<file path="config.mk">
export PLATFORM = sky130hd
export DESIGN_NAME = hostname_byte_validator_core
export DESIGN_NICKNAME = d
export VERILOG_FILES = /design/src/hw/rtl/hbv_pkg.sv /design/src/hw/rtl/hostname_byte_validator_core.sv /design/src/hw/rtl/hbv_char_check.sv /design/src/hw/rtl/hbv_label_check.sv
export SDC_FILE = /design/constraint.sdc
export NUM_CORES = 1
export LEC_CHECK = 0
export BUFFER_PORTS_ARGS = -buffer_cell sky130_fd_sc_hd__buf_4
export CAP_MARGIN = 20
export CORE_MARGIN = 5
export CORE_UTILIZATION = 45
export CTS_CLUSTER_DIAMETER = 80
export CTS_CLUSTER_SIZE = 24
export DETAILED_ROUTE_END_ITERATION = 8
export GPL_TIMING_DRIVEN = 0
export PLACE_DENSITY = 0.63
export SLEW_MARGIN = 5
export SYNTH_ARGS = -nofsm -noshare
export SYNTH_HDL_FRONTEND = slang
export SYNTH_SLANG_ARGS = --single-unit
</file>
<file path="constraint.sdc">
create_clock -name i_clk -period 4.2 [get_ports i_clk]
set_input_delay 1.26 -clock i_clk [delete_from_list [all_inputs] [get_ports i_clk]]
set_output_delay 1.26 -clock i_clk [all_outputs]
set_load 0.02 [all_outputs]
</file>
<file path="src/hw/rtl/hbv_pkg.sv">
// Shared types, constants and character helpers for the hostname byte validator.
// Depends on nothing; every other file of the block imports it.
`timescale 1ns / 1ps

package hbv_pkg;

    // One hostname byte as it leaves the input register toward the checkers.
    typedef struct packed {
        logic       step;      // an item is processed in this cycle
        logic       last;      // final byte of the hostname
        logic       at_ok;     // '@' is permitted
        logic [7:0] data;      // raw byte
    } t_step;

    // Listed UTF-8 sequence that is partly matched.
    typedef enum logic [3:0] {
        PEND_NONE = 4'd0,
        PEND_C2   = 4'd1,
        PEND_E2   = 4'd2,
        PEND_E280 = 4'd3,
        PEND_E281 = 4'd4,
        PEND_E3   = 4'd5,
        PEND_E380 = 4'd6,
        PEND_EF   = 4'd7,
        PEND_EFBB = 4'd8
    } t_pend;

    // Label prefix tracker: 0..3 prefix bytes matched, then punycode or plain.
    localparam logic [2:0] LBL_PUNY  = 3'd4;
    localparam logic [2:0] LBL_PLAIN = 3'd5;

    // Punycode label flag bits.
    localparam int FL_NONEMPTY = 0;
    localparam int FL_LEAD_HY  = 1;
    localparam int FL_TRAIL_HY = 2;
    localparam int FL_BAD      = 3;

    // Forbidden label word tracker.
    localparam logic [3:0] MAGIC_LEN  = 4'd9;
    localparam logic [3:0] MAGIC_DEAD = 4'd15;

    localparam logic [7:0] CH_DOT = 8'h2E;
    localparam logic [7:0] CH_HY  = 8'h2D;
    localparam logic [7:0] CH_LBR = 8'h5B;
    localparam logic [7:0] CH_RBR = 8'h5D;

    // Expected byte of the "xn--" prefix at a given position.
    function automatic logic [7:0] xn_char(input logic [1:0] pos);
        logic [7:0] ch;
        case (pos)
            2'd0:    ch = 8'h78;  // x
            2'd1:    ch = 8'h6E;  // n
            default: ch = CH_HY;
        endcase
        return ch;
    endfunction

    // Expected byte of the forbidden word "pokxncvks" at a given position.
    function automatic logic [7:0] magic_char(input logic [3:0] pos);
        logic [7:0] ch;
        case (pos)
            4'd0:    ch = 8'h70;  // p
            4'd1:    ch = 8'h6F;  // o
            4'd2:    ch = 8'h6B;  // k
            4'd3:    ch = 8'h78;  // x
            4'd4:    ch = 8'h6E;  // n
            4'd5:    ch = 8'h63;  // c
            4'd6:    ch = 8'h76;  // v
            4'd7:    ch = 8'h6B;  // k
            4'd8:    ch = 8'h73;  // s
            default: ch = 8'h00;
        endcase
        return ch;
    endfunction

    function automatic logic is_alnum(input logic [7:0] c);
        return (c >= 8'h61 && c <= 8'h7A) || (c >= 8'h41 && c <= 8'h5A) ||
               (c >= 8'h30 && c <= 8'h39);
    endfunction

endpackage

</file>
<file path="src/hw/rtl/hostname_byte_validator_core.sv">
// Top level of the hostname byte validator: input and result registers,
// bracket detection, and the character and label checkers.
// Depends on hbv_pkg, hbv_char_check and hbv_label_check.
`timescale 1ns / 1ps

// Usage:
//   Hostname bytes enter one item per cycle, unless stalled, on the input channel
//   (i_in_valid / o_in_stall) with i_data_byte, i_last_byte and i_at_ok.
//   An item is taken at a clock edge where i_in_valid is high and
//   o_in_stall is low. Only the item carrying i_last_byte produces a result
//   on the output channel (o_out_valid / i_out_stall): o_hostname_ok and
//   o_bracketed_form. Items without i_last_byte produce nothing.
//   A final byte is held in the input register, then in the result register.
//   Throughput: one item per cycle unless o_in_stall is raised, set by the
//   input register feeding a single compare level and the result register.
//   When the receiver stalls, the result register holds; intermediate bytes
//   keep flowing, and a final byte waits in the input register until the
//   result register frees up, which raises o_in_stall.
//   Synchronous active-low reset empties both registers and clears all
//   per-hostname state; after each verdict that state is cleared as well.
module hostname_byte_validator_core
    import hbv_pkg::*;
(
    input  logic       i_clk,
    input  logic       i_rst_n,
    input  logic       i_in_valid,
    output logic       o_in_stall,
    input  logic [7:0] i_data_byte,
    input  logic       i_last_byte,
    input  logic       i_at_ok,
    output logic       o_out_valid,
    input  logic       i_out_stall,
    output logic       o_hostname_ok,
    output logic       o_bracketed_form
);

    logic       r_in_valid;
    logic [7:0] r_in_data;
    logic       r_in_last;
    logic       r_in_at;
    logic       r_out_valid;
    logic       r_out_ok;
    logic       r_out_br;
    logic       r_first_br, n_first_br;
    logic [1:0] r_count, n_count;
    logic       out_free;
    logic       consume;
    logic       in_take;
    t_step      step;
    logic       char_rej;
    logic       label_rej;

    // Handshake: the held byte moves on unless it needs a busy result slot.
    assign out_free   = !r_out_valid || !i_out_stall;
    assign consume    = r_in_valid && (!r_in_last || out_free);
    assign o_in_stall = r_in_valid && !consume;
    assign in_take    = i_in_valid && !o_in_stall;

    // Input register.
    always_ff @(posedge i_clk) begin
        if (!i_rst_n) begin
            r_in_valid <= 1'b0;
        end else if (in_take) begin
            r_in_valid <= 1'b1;
        end else if (consume) begin
            r_in_valid <= 1'b0;
        end
    end

    always_ff @(posedge i_clk) begin
        if (in_take) begin
            r_in_data <= i_data_byte;
            r_in_last <= i_last_byte;
            r_in_at   <= i_at_ok;
        end
    end

    assign step = '{step: consume, last: r_in_last, at_ok: r_in_at, data: r_in_data};

    hbv_char_check u_char (
        .i_clk      (i_clk),
        .i_rst_n    (i_rst_n),
        .i_step     (step),
        .o_rejected (char_rej)
    );

    hbv_label_check u_label (
        .i_clk      (i_clk),
        .i_rst_n    (i_rst_n),
        .i_step     (step),
        .o_rejected (label_rej)
    );

    // Bracketed form tracking: first byte and a saturating length count.
    always_comb begin
        n_first_br = (r_count == 2'd0) ? (r_in_data == CH_LBR) : r_first_br;
        n_count    = (r_count != 2'd3) ? r_count + 2'd1 : r_count;
    end

    always_ff @(posedge i_clk) begin
        if (!i_rst_n) begin
            r_first_br <= 1'b0;
            r_count    <= 2'd0;
        end else if (consume) begin
            if (r_in_last) begin
                r_first_br <= 1'b0;
                r_count    <= 2'd0;
            end else begin
                r_first_br <= n_first_br;
                r_count    <= n_count;
            end
        end
    end

    // Result register.
    always_ff @(posedge i_clk) begin
        if (!i_rst_n) begin
            r_out_valid <= 1'b0;
        end else if (consume && r_in_last) begin
            r_out_valid <= 1'b1;
        end else if (!i_out_stall) begin
            r_out_valid <= 1'b0;
        end
    end

    always_ff @(posedge i_clk) begin
        if (consume && r_in_last) begin
            r_out_ok <= !char_rej && !label_rej;
            r_out_br <= n_first_br && n_count == 2'd3 && r_in_data == CH_RBR;
        end
    end

    assign o_out_valid      = r_out_valid;
    assign o_hostname_ok    = r_out_ok;
    assign o_bracketed_form = r_out_br;

    // A consumed final byte always lands in the result register.
    a_final_lands: assert property (@(posedge i_clk) disable iff (!i_rst_n)
        consume && r_in_last |=> r_out_valid)
        else $error("final byte consumed without a result");

    // A final byte never overwrites a result that is still stalled.
    a_no_overwrite: assert property (@(posedge i_clk) disable iff (!i_rst_n)
        r_out_valid && i_out_stall |-> !(consume && r_in_last))
        else $error("stalled result overwritten");

    // A held byte that is not consumed stays in the input register.
    a_hold_input: assert property (@(posedge i_clk) disable iff (!i_rst_n)
        r_in_valid && !consume |=> r_in_valid && $stable(r_in_data))
        else $error("input register lost an item");

    // Per-hostname length count restarts after a verdict.
    a_count_clear: assert property (@(posedge i_clk) disable iff (!i_rst_n)
        consume && r_in_last |=> r_count == 2'd0 && !r_first_br)
        else $error("length count not cleared after verdict");

endmodule

</file>
<file path="src/hw/rtl/hbv_char_check.sv">
// Character and UTF-8 sequence checker of the hostname byte validator.
// Depends on hbv_pkg for the step struct and the pending-sequence codes.
`timescale 1ns / 1ps

module hbv_char_check
    import hbv_pkg::*;
(
    input  logic  i_clk,
    input  logic  i_rst_n,
    input  t_step i_step,
    output logic  o_rejected
);

    logic       r_rejected, n_rejected;
    logic [1:0] r_skip, n_skip;
    t_pend      r_pend, n_pend;
    logic [7:0] c;
    logic       seq_hit;
    t_pend      seq_next;
    logic       bad_ascii;

    assign c = i_step.data;

    // Advance a partly matched listed sequence by one continuation byte.
    always_comb begin
        seq_hit  = 1'b0;
        seq_next = PEND_NONE;
        unique case (r_pend)
            PEND_C2:   seq_hit = (c == 8'hA0);
            PEND_E2: begin
                if (c == 8'h80) begin
                    seq_next = PEND_E280;
                end else if (c == 8'h81) begin
                    seq_next = PEND_E281;
                end
            end
            PEND_E280: seq_hit = (c >= 8'h8B && c <= 8'h8F) || c == 8'hAE || c == 8'hAF;
            PEND_E281: seq_hit = (c == 8'hA0);
            PEND_E3:   seq_next = (c == 8'h80) ? PEND_E380 : PEND_NONE;
            PEND_E380: seq_hit = (c == 8'h80);
            PEND_EF:   seq_next = (c == 8'hBB) ? PEND_EFBB : PEND_NONE;
            PEND_EFBB: seq_hit = (c == 8'hBF);
            default:   seq_hit = 1'b0;
        endcase
    end

    // Forbidden ASCII: punctuation, '@' unless allowed, control, DEL, space.
    assign bad_ascii = c == 8'h23 || c == 8'h2F || c == 8'h3F || c == CH_LBR ||
                       c == CH_RBR || (!i_step.at_ok && c == 8'h40) ||
                       c < 8'h20 || c == 8'h7F || c == 8'h20;

    // Next state for one byte.
    always_comb begin
        n_rejected = r_rejected;
        n_skip     = r_skip;
        n_pend     = r_pend;
        if (r_skip != 2'd0) begin
            n_skip     = r_skip - 2'd1;
            n_pend     = seq_next;
            n_rejected = r_rejected | seq_hit;
        end else begin
            n_pend = PEND_NONE;
            if (bad_ascii) begin
                n_rejected = 1'b1;
            end else if (c[7]) begin
                if (c[7:5] == 3'b110) begin
                    n_skip = 2'd1;
                end else if (c[7:4] == 4'b1110) begin
                    n_skip = 2'd2;
                end else if (c[7:3] == 5'b11110) begin
                    n_skip = 2'd3;
                end
                if (c == 8'hC2) begin
                    n_pend = PEND_C2;
                end else if (c == 8'hE2) begin
                    n_pend = PEND_E2;
                end else if (c == 8'hE3) begin
                    n_pend = PEND_E3;
                end else if (c == 8'hEF) begin
                    n_pend = PEND_EF;
                end
            end
        end
    end

    // The verdict is the state after the final byte.
    assign o_rejected = n_rejected;

    // State registers; cleared after each verdict.
    always_ff @(posedge i_clk) begin
        if (!i_rst_n) begin
            r_rejected <= 1'b0;
            r_skip     <= 2'd0;
            r_pend     <= PEND_NONE;
        end else if (i_step.step) begin
            if (i_step.last) begin
                r_rejected <= 1'b0;
                r_skip     <= 2'd0;
                r_pend     <= PEND_NONE;
            end else begin
                r_rejected <= n_rejected;
                r_skip     <= n_skip;
                r_pend     <= n_pend;
            end
        end
    end

endmodule

</file>
<file path="src/hw/rtl/hbv_label_check.sv">
// Punycode label checker of the hostname byte validator.
// Depends on hbv_pkg for the step struct, label codes and word tables.
`timescale 1ns / 1ps

module hbv_label_check
    import hbv_pkg::*;
(
    input  logic  i_clk,
    input  logic  i_rst_n,
    input  t_step i_step,
    output logic  o_rejected
);

    logic [2:0] r_pos, n_pos;
    logic [3:0] r_flags, n_flags;
    logic [3:0] r_magic, n_magic;
    logic       r_rejected, n_rejected;
    logic [7:0] c;
    logic       cur_bad;
    logic       end_bad;

    assign c = i_step.data;

    // A punycode label with the current flags would reject when closed.
    assign cur_bad = r_pos == LBL_PUNY &&
                     (!r_flags[FL_NONEMPTY] || r_flags[FL_LEAD_HY] ||
                      r_flags[FL_TRAIL_HY] || r_flags[FL_BAD] || r_magic == MAGIC_LEN);

    // Next state for one byte.
    always_comb begin
        n_pos      = r_pos;
        n_flags    = r_flags;
        n_magic    = r_magic;
        n_rejected = r_rejected;
        if (c == CH_DOT) begin
            n_rejected = r_rejected | cur_bad;
            n_pos      = 3'd0;
            n_flags    = 4'd0;
            n_magic    = 4'd0;
        end else if (r_pos < LBL_PUNY) begin
            if (c == xn_char(r_pos[1:0])) begin
                n_pos   = r_pos + 3'd1;
                n_flags = 4'd0;
                n_magic = 4'd0;
            end else begin
                n_pos = LBL_PLAIN;
            end
        end else if (r_pos == LBL_PUNY) begin
            if (!r_flags[FL_NONEMPTY] && c == CH_HY) begin
                n_flags[FL_LEAD_HY] = 1'b1;
            end
            n_flags[FL_NONEMPTY] = 1'b1;
            n_flags[FL_TRAIL_HY] = (c == CH_HY);
            if (!is_alnum(c) && c != CH_HY) begin
                n_flags[FL_BAD] = 1'b1;
            end
            if (r_magic < MAGIC_LEN && c == magic_char(r_magic)) begin
                n_magic = r_magic + 4'd1;
            end else begin
                n_magic = MAGIC_DEAD;
            end
        end
    end

    // The hostname end closes the open label once more.
    assign end_bad = n_pos == LBL_PUNY &&
                     (!n_flags[FL_NONEMPTY] || n_flags[FL_LEAD_HY] ||
                      n_flags[FL_TRAIL_HY] || n_flags[FL_BAD] || n_magic == MAGIC_LEN);
    assign o_rejected = n_rejected | end_bad;

    // State registers; cleared after each verdict.
    always_ff @(posedge i_clk) begin
        if (!i_rst_n) begin
            r_pos      <= 3'd0;
            r_flags    <= 4'd0;
            r_magic    <= 4'd0;
            r_rejected <= 1'b0;
        end else if (i_step.step) begin
            if (i_step.last) begin
                r_pos      <= 3'd0;
                r_flags    <= 4'd0;
                r_magic    <= 4'd0;
                r_rejected <= 1'b0;
            end else begin
                r_pos      <= n_pos;
                r_flags    <= n_flags;
                r_magic    <= n_magic;
                r_rejected <= n_rejected;
            end
        end
    end

endmodule

</file>
==> out/summary.txt, run 1 <==
Num CTS Buffers: 5
num ports: 18
initial core utilization: 46.6%
metal1 wirelength: 3.00 mm
first-pass GRT wire length: 10.8 mm
Root Buffer: clkbuf_8
vias in the first global route: 2,222
maximum vdd drop: 0.161 mV
n_diodes: 0
Cell Area, Placed: 2820 µm²
Max-cap violations: 0
# resized after CTS: 0
clk_skew: 6.07 ps
CP Data Arrival Time: 3400 ps
Leak: 1.07 nW
Synth top area share: 23.1%
initial antenna violation count: 0
Psw: 226 µW
Pint: 649 µW
Worst-Margin Slew: 1060 ps
CP Class: flip-flop to flip-flop
final instance area: 2930 µm²
Syn Std Cell Area: 2600 µm²
Synth Area in Compound Gates: 24.7%
power share of the clock group: 36.9%
Final nets: 362
Core Footprint: 5570 µm²
Mapped Avg Cell Area: 8.31 µm²
WL met2: 3.26 mm
most frequent CP cell: a211oi_1
largest net degree at the start of global routing: 14
grt total ovfl: 0
# clock sinks: 42
most common cell in the netlist: nor2_1
Sw Ratio: 25.8%
fin crit share: 76.4%
Core Util, Final: 52.5%
Slowest cell on crit path: clkbuf_1
DRT Pass-1 Iters: 4
Longest Clk Path Bufs: 2
Flop pwr share: 50.1%
fillers: 548
hold depth: 2
TritonCTS clock tree: built
Reg2Reg Depth: 11
CP startpoint kind: flip-flop
via density per instance: 5.70
Synthesis Warnings: 0
antenna-violating nets left: 0
setup TNS: 0 ps
worst skew pair latency: 300 ps
FMAX: 312 MHz
IO Port Bufs: 17
CP Data Required Time: 4390 ps
Post-Synth Adder-Cell Area: 5.29%
synth unique cells: 56
biggest area consumer among synthesized cells: dfxtp_1
top_reg_cell synth: dfxtp_1
Final setup viols: 0
post-CTS setup buffer count: 0
commonest cells in the synthesized netlist: nor2_1, dfxtp_1, nand2_1
Critical Path Fanout Max: 10
post-synthesis mux area share: 0%
final hold vios: 0
First DRT Iteration DRCs: 164
Post-Synth XOR/XNOR Area: 3.03%
DR top layer: met4
Routability Congestion: 0.947
fin crit period: 3210 ps
Die H: 86.0 µm
RSZ-0062 raised after global routing: no
via count: 2,337
Layout area overhead: 12.6%
DRC Markers: 0
clk slew on worst S/H paths: 80 ps
largest family of logic cells by synthesized area: simple AND/OR/NAND/NOR gates
Wirelength per Cell: 16.4 µm
synth top area cells: dfxtp_1, edfxtp_1, nor2_1
WL met3: 369 µm
Critical Path End Type: flip-flop
sequential share of the synthesized area: 37.0%
fin. max-slew vios: 0
die area: 7400 µm²
cells after synthesis: 313
ys async rst share: 0%
hpwl dp: 4.97 mm
slowest stage delay, CP: 410 ps
Seq cells post-synth: 42
Die X: 86.0 µm
combinational share of power: 13.0%
syn nets: 338
share of post-route cells with drive strength above 1: 11.5%
Tot GR Track Use: 18.3%
DRT Wirelength: 6.72 mm
status: complete, no violations
FP Rows: 27
P per Cell Area: 299 nW/µm²
CP Cell Sequence: clkbuf_1, nand3_1, a211oi_1, nand4_1, nor3_1, a211oi_1, a32oi_1, nand2b_1, ha_1, or2_1, o211a_1
Hold Crit Class: flip-flop to flip-flop
Hold Buf Count CTS: 0
Post-synth EDFFs: 12
H-tree Lvls: 2
Slew headroom: 29.4%
Post-Synth Simple-Gate Area: 25.0%
[final timing paths]
check | from | end | slack [ps]
max | r_in_data[6]$_DFFE_PP_ | flip-flop | 990
min reg2reg | u_label.r_flags[3]$_SDFFE_PN0P_ | u_label.r_flags[3]$_SDFFE_PN0P_ | 480
max reg2reg | r_in_data[6]$_DFFE_PP_ | flip-flop | 990
min | u_label.r_flags[3]$_SDFFE_PN0P_ | u_label.r_flags[3]$_SDFFE_PN0P_ | 480
[cell usage in the layout, fill, tap and decap left out, drive strengths merged, types with 6 or more instances in the layout]
| cell type | n |
|---|---|
| dfxtp | 30 |
| inv | 16 |
| o21ai | 12 |
| nor3 | 10 |
| ha | 11 |
| a31oi | 7 |
| nor2b | 7 |
| xor2 | 6 |
| clkbuf | 18 |
| nand2b | 11 |
| buf | 22 |
| nor2 | 42 |
| a211oi | 7 |
| a21oi | 20 |
| nand3 | 11 |
| edfxtp | 12 |
| nand2 | 24 |
[cells by family (layout without fill, tap and decap cells)]
kind of cell,after synthesis,after routing
buffers and inverters,33,58
adders and majority gates,11,11
xor gates and xnor gates,9,9
and+or+nand+nor,132,132
AOI/OAI and AO/OA,86,86
DFF,42,42
[routing by layer]
layer	GRT usage [%]	up-vias
li1	-	1183
met1	24.6	1075
met2	30.5	66
met3	3.27	13
met4	4.46	0
met5	0	-
[power by group through the flow]
stage	logic (mW)	clock network [mW]	registers, mW
2_1_floorplan	0.0763	0	0.446
3_3_place_gp	0.111	0	0.447
3_5_place_dp	0.112	0	0.447
4_1_cts	0.113	0.329	0.438
5_1_grt	0.125	0.347	0.440
6_report	0.113	0.323	0.438
[cell type report]
type | count | area (µm²) | area share, %
clock buffers | 6 | 72.6 | 2.48
plain buffers | 17 | 70.1 | 2.39
repair buffers | 17 | 128 | 4.36
flip-flops and latches | 42 | 961 | 32.8
multi-input cells | 238 | 1510 | 51.5
inverters | 16 | 60.1 | 2.05
well taps | 72 | 90.1 | 3.08
clock inverters | 2 | 37.5 | 1.28
[critical path, delay by kind of cell, from the launching register on]
kind / cells / cell delay [ps]
fa+ha+maj: 1 / 250
compound gates: 4 / 890
flops: 1 / 400
simple gates: 5 / 1150
buf+inv: 1 / 410
[stage by stage]
stage	power (mW)	setup WS, ps	hold WS (ps)	cells
after floorplan	0.522	1110	450	313
after global placement	0.558	813	466	402
after detailed placement	0.560	781	471	402
after CTS	0.879	956	484	410
after global routing	0.912	640	500	410
final	0.874	991	483	410
No activity file was read; power rests on OpenSTA's default activity.
==> inputs of run 2 (changes only) <==
PLACE_DENSITY = 0.66   (was 0.63)
clock period = 2.7 ns   (was 4.2 ns; I/O delays follow)
==> run 2 against run 1 <==
Net effect:
- the flow now finishes with violations (negative setup slack)
- flip-flop and latch count unchanged
- via count up 7.4%
- worst setup slack lost 1100 ps
- highest routed layer unchanged
==> out/summary.txt, run 2 (synthesis gave the netlist of run 1 again) <==
worst skew pair latency: 290 ps
Wirelength per Cell: 16.4 µm
most frequent CP cell: a211oi_2
CP Data Required Time: 2880 ps
Layout area overhead: 21.9%
Worst-Margin Slew: 996 ps
Routability Congestion: 0.897
Leak: 1.18 nW
Critical Path End Type: flip-flop
status: finished with violations
grt total ovfl: 0
Longest Clk Path Bufs: 2
Core Util, Final: 56.9%
FP Rows: 27
hpwl dp: 4.95 mm
CP Data Arrival Time: 2960 ps
First DRT Iteration DRCs: 213
crit path launch: r_in_data[6]$_DFFE_PP_
RSZ-0062 raised after global routing: yes
IO Port Bufs: 17
Num CTS Buffers: 5
H-tree Lvls: 2
CP startpoint kind: flip-flop
largest net degree at the start of global routing: 14
Root Buffer: clkbuf_8
Final nets: 378
Slowest cell on crit path: edfxtp_1
CP Class: flip-flop to flip-flop
fin crit share: 103%
failing checks: negative setup slack
Slew headroom: 33.5%
final hold vios: 0
final worst setup slack: -75.5 ps
Hold Crit Class: flip-flop to flip-flop
fillers: 520
Die X: 86.0 µm
share of post-route cells with drive strength above 1: 22.6%
fin. max-slew vios: 0
Storage cell area: 961 µm²
via count: 2,509
hold_ws: 493 ps
setup TNS: -120 ps
Multi-input gate area: 1620 µm²
FMAX: 360 MHz
clk_skew: 8.01 ps
min-delay src: u_label.r_flags[3]$_SDFFE_PN0P_
antenna-violating nets left: 0
Final setup viols: 3
Core Footprint: 5570 µm²
CP Cell Sequence: or3_1, a211oi_2, nand4_1, nor3_2, a211oi_2, a32oi_2, nand2b_4, ha_4, or2_4, o211a_1
DRT Pass-1 Iters: 5
final instance area: 3170 µm²
Tot GR Track Use: 19.6%
num ports: 18
n_diodes: 0
DRT Wirelength: 7.01 mm
P per Cell Area: 439 nW/µm²
via density per instance: 5.89
slowest stage delay, CP: 430 ps
# clock sinks: 42
Hold Buf Count CTS: 0
R2R Path Start: r_in_data[6]$_DFFE_PP_
most common cell after layout, fill and taps aside: nor2_1
first-pass GRT wire length: 11.6 mm
Max-cap violations: 0
fin crit period: 2780 ps
TritonCTS clock tree: built
DRC Markers: 0
clk slew on worst S/H paths: 90 ps
die area: 7400 µm²
Die H: 86.0 µm
initial core utilization: 46.6%
commonest cells after routing, fill and taps aside: nor2_1, buf_4, dfxtp_1
vias in the first global route: 2,475
Cell Area, Placed: 2830 µm²
maximum vdd drop: 0.289 mV
Critical Path Fanout Max: 4
initial antenna violation count: 0
==> run 2: area by class of cell <==
type | count | share of cell area, %
plain buffers | 16 | 2.29
inverters | 16 | 1.89
clock buffers | 6 | 2.29
clock inverters | 2 | 1.18
repair buffers | 34 | 8.05
well taps | 72 | 2.84
flip-flops and latches | 42 | 30.3
multi-input cells | 238 | 51.1
==> run 2: path summary, 6_finish.rpt <==
kind | end | slack [ps] | cells past startpoint
min | u_label.r_flags[3]$_SDFFE_PN0P_ | 490 | 2
max | flip-flop | -80 | 10
min reg2reg | u_label.r_flags[3]$_SDFFE_PN0P_ | 490 | 2
max reg2reg | flip-flop | -80 | 10
==> run 2: worst max-delay path, delay by kind of cell, from the launching register on <==
| kind | cells | cell delay, ps |
|---|---|---|
| AND/OR/NAND/NOR | 5 | 1290 |
| AO/OA/AOI/OAI | 4 | 760 |
| adder cells (fa/ha/maj) | 1 | 190 |
| flip-flops | 1 | 430 |
==> run 2: metal layers <==
metal,GRT usage [%],wire (µm),vias to the layer above
met5,0,0,-
met4,9.21,209,0
met3,3.17,427,24
met2,32.3,3400,107
met1,24.9,2970,1160
li1,-,-,1218
==> run 2: what timing repair did <==
item,4_1_cts,5_1_grt
pin swaps,15,7
endpoints found under the setup margin,5,7
resized for setup,17,9
setup buffers,16,3
==> run 2: through the flow <==
| step | setup slack [ps] | power, mW | instances |
|---|---|---|---|
| 4_1_cts | -74.3 | 1.39 | 424 |
| 6_report | -75.5 | 1.39 | 426 |
| 2_1_floorplan | 5.62 | 0.814 | 313 |
| 3_3_place_gp | -337 | 0.869 | 402 |
| 3_5_place_dp | -386 | 0.872 | 402 |
| 5_1_grt | -251 | 1.45 | 426 |
==> run 2: power breakdown <==
| part | leakage, nW | internal, mW | switching [mW] | total [mW] |
|---|---|---|---|---|
| sequential | 0.359 | 0.667 | 0.0138 | 0.681 |
| combinational | 0.774 | 0.0830 | 0.121 | 0.204 |
| clock | 0.0514 | 0.276 | 0.230 | 0.506 |
==> inputs of run 3 (changes only) <==
ABC_AREA = 1   (was default)
PLACE_DENSITY = 0.65   (was 0.66)
==> run 3 against run 2 <==
Net effect:
- the run now ends clean
- non-clock buffer count fell by 23
- first-iteration DRC count shrank 27%
- via count grew 7.1%
- worst setup slack improved by 250 ps
- wire length down 2.8%
- total power shrank 5.7%
- register-to-register slack better by 310 ps
- count of clock-buffer cells in the layout fell by 1
==> out/summary.txt, run 3 <==
status: complete, no violations
sequential share of the synthesized area: 34.3%
CP Data Required Time: 2900 ps
first-pass GRT wire length: 11.6 mm
Core Footprint: 5990 µm²
biggest area consumer among synthesized cells: dfxtp_1
syn nets: 440
Leak: 1.38 nW
ys async rst share: 0%
clk slew on worst S/H paths: 90 ps
IO Port Bufs: 16
Final setup viols: 0
via count: 2,688
hold depth: 2
largest net degree at the start of global routing: 15
Worst-Margin Slew: 743 ps
fin crit share: 93.4%
commonest cells in the synthesized netlist: nand2_1, inv_1, nor2_1
fin. max-slew vios: 0
via density per instance: 5.22
Tot GR Track Use: 18.8%
Routability Congestion: 0.909
most frequent CP cell: nand2_1
Mapped Avg Cell Area: 6.74 µm²
hpwl dp: 5.16 mm
WP buf/inv: 5
Cell Area, Placed: 3010 µm²
CP Cell Sequence: buf_4, nand2_1, inv_1, nand2_1, nand2_2, nor2_4, clkbuf_4, nand4_1, a21oi_2, inv_1, ha_1, inv_1, nand2_2, nand2_1, nand2_1, nand2_1
die area: 7890 µm²
slowest stage delay, CP: 300 ps
min-delay src: u_label.r_flags[3]$_SDFFE_PN0P_
Die H: 88.9 µm
most common cell after layout, fill and taps aside: nand2_1
top_reg_cell synth: dfxtp_1
share of post-route cells with drive strength above 1: 16.8%
# clock sinks: 42
commonest cells after routing, fill and taps aside: nand2_1, inv_1, nor2_1
DRT Pass-1 Iters: 5
Hold Crit Class: flip-flop to flip-flop
maximum vdd drop: 0.258 mV
setup TNS: 0 ps
critical path's top delay family: simple AND/OR/NAND/NOR gates
Critical Path End Type: flip-flop
FF-to-FF setup slack: 230 ps
DRT Wirelength: 6.81 mm
most common cell in the netlist: nand2_1
worst skew pair latency: 300 ps
CP Class: input port to flip-flop
Layout area overhead: 12.0%
R2R Path Start: u_label.r_pos[1]$_SDFFE_PN0P_
hold_ws: 471 ps
final instance area: 3130 µm²
Final nets: 464
vias in the first global route: 2,487
Longest Clk Path Bufs: 2
initial antenna violation count: 0
synth unique cells: 36
Post-synth EDFFs: 12
Reg2Reg Depth: 20
Num CTS Buffers: 5
Wirelength per Cell: 13.2 µm
CP startpoint kind: input port
final hold vios: 0
DP Worst Slack: -248 ps
antenna-violating nets left: 0
synth top area cells: dfxtp_1, nand2_1, edfxtp_1
CP Data Arrival Time: 2720 ps
Max-cap violations: 0
Slowest cell on crit path: ha_1
Synthesis Warnings: 0
H-tree Lvls: 2
Crit path depth: 16
cells after synthesis: 415
RSZ-0062 raised after global routing: no
P per Cell Area: 419 nW/µm²
Die X: 88.9 µm
Critical Path Fanout Max: 10
Synth top area share: 21.5%
Syn Std Cell Area: 2800 µm²
Slew headroom: 50.3%
num ports: 18
grt total ovfl: 0
n_diodes: 0
fin crit period: 2520 ps
Root Buffer: clkbuf_8
Worst Hold End: u_label.r_flags[3]$_SDFFE_PN0P_
initial core utilization: 46.7%
FMAX: 397 MHz
Seq cells post-synth: 42
FP Rows: 28
clk_skew: 6.20 ps
TritonCTS clock tree: built
DRC Markers: 0
Core Util, Final: 52.3%
First DRT Iteration DRCs: 156
final worst setup slack: 179 ps
==> run 3: cell families (layout without fill, tap and decap cells) <==
group / Yosys count / in the layout / share of synthesized area [%]
adders and majority gates: 11 / 11 / 4.92
and+or+nand+nor: 228 / 228 / 37.2
AOI/OAI and AO/OA: 61 / 61 / 12.8
DFF: 42 / 42 / 34.3
buffers and inverters: 71 / 96 / 10.2
xor gates and xnor gates: 2 / 2 / 0.626
==> run 3: cell type report <==
cell class,count,area (µm²)
inverters,61,234
plain buffers,10,56.3
well taps,75,93.8
repair buffers,17,128
flip-flops and latches,42,961
fillers,634,2860
clock inverters,3,21.3
clock buffers,5,68.8
multi-input cells,302,1570
==> run 3: layer usage <==
layer | GRT usage, % | wire, µm | vias up
met3 | 3.82 | 326 | 11
met2 | 30.2 | 3100 | 74
met5 | 0 | 0 | -
met4 | 5.77 | 109 | 0
li1 | - | - | 1377
met1 | 25.4 | 3280 | 1226
==> run 3: power by group <==
group,internal (mW),switching (mW)
registers,0.670,0.0188
clock network,0.182,0.242
logic,0.0691,0.130
total,0.921,0.391
==> run 3: worst max-delay path by stage <==
| stage | start | endpoint |
|---|---|---|
| floorplan | i_out_stall | flip-flop |
| global placement | i_out_stall | flip-flop |
| detailed placement | i_out_stall | flip-flop |
| CTS | i_out_stall | flip-flop |
| global route | u_label.r_pos[1]$_SDFFE_PN0P_ | flip-flop |
| finish | i_out_stall | flip-flop |
==> run 3: repair_timing <==
action	CTS	global route
buffers inserted	0	1
endpoints found under the setup margin	0	4
hold buffers	0	0
gates resized for setup	0	6
==> run 3: through the flow <==
stage / power [mW] / cells
final: 1.31 / 515
after CTS: 1.31 / 514
after floorplan: 0.837 / 415
after global placement: 0.893 / 506
after detailed placement: 0.894 / 506
after global routing: 1.37 / 515
==> run 3: worst register-to-register path, delay by kind of cell (launching register included) <==
kind                       cells  cell delay (ps)
adders and majority gates      2              520
DFF                            1              420
and+or+nand+nor               13             1030
buffers and inverters          5              420
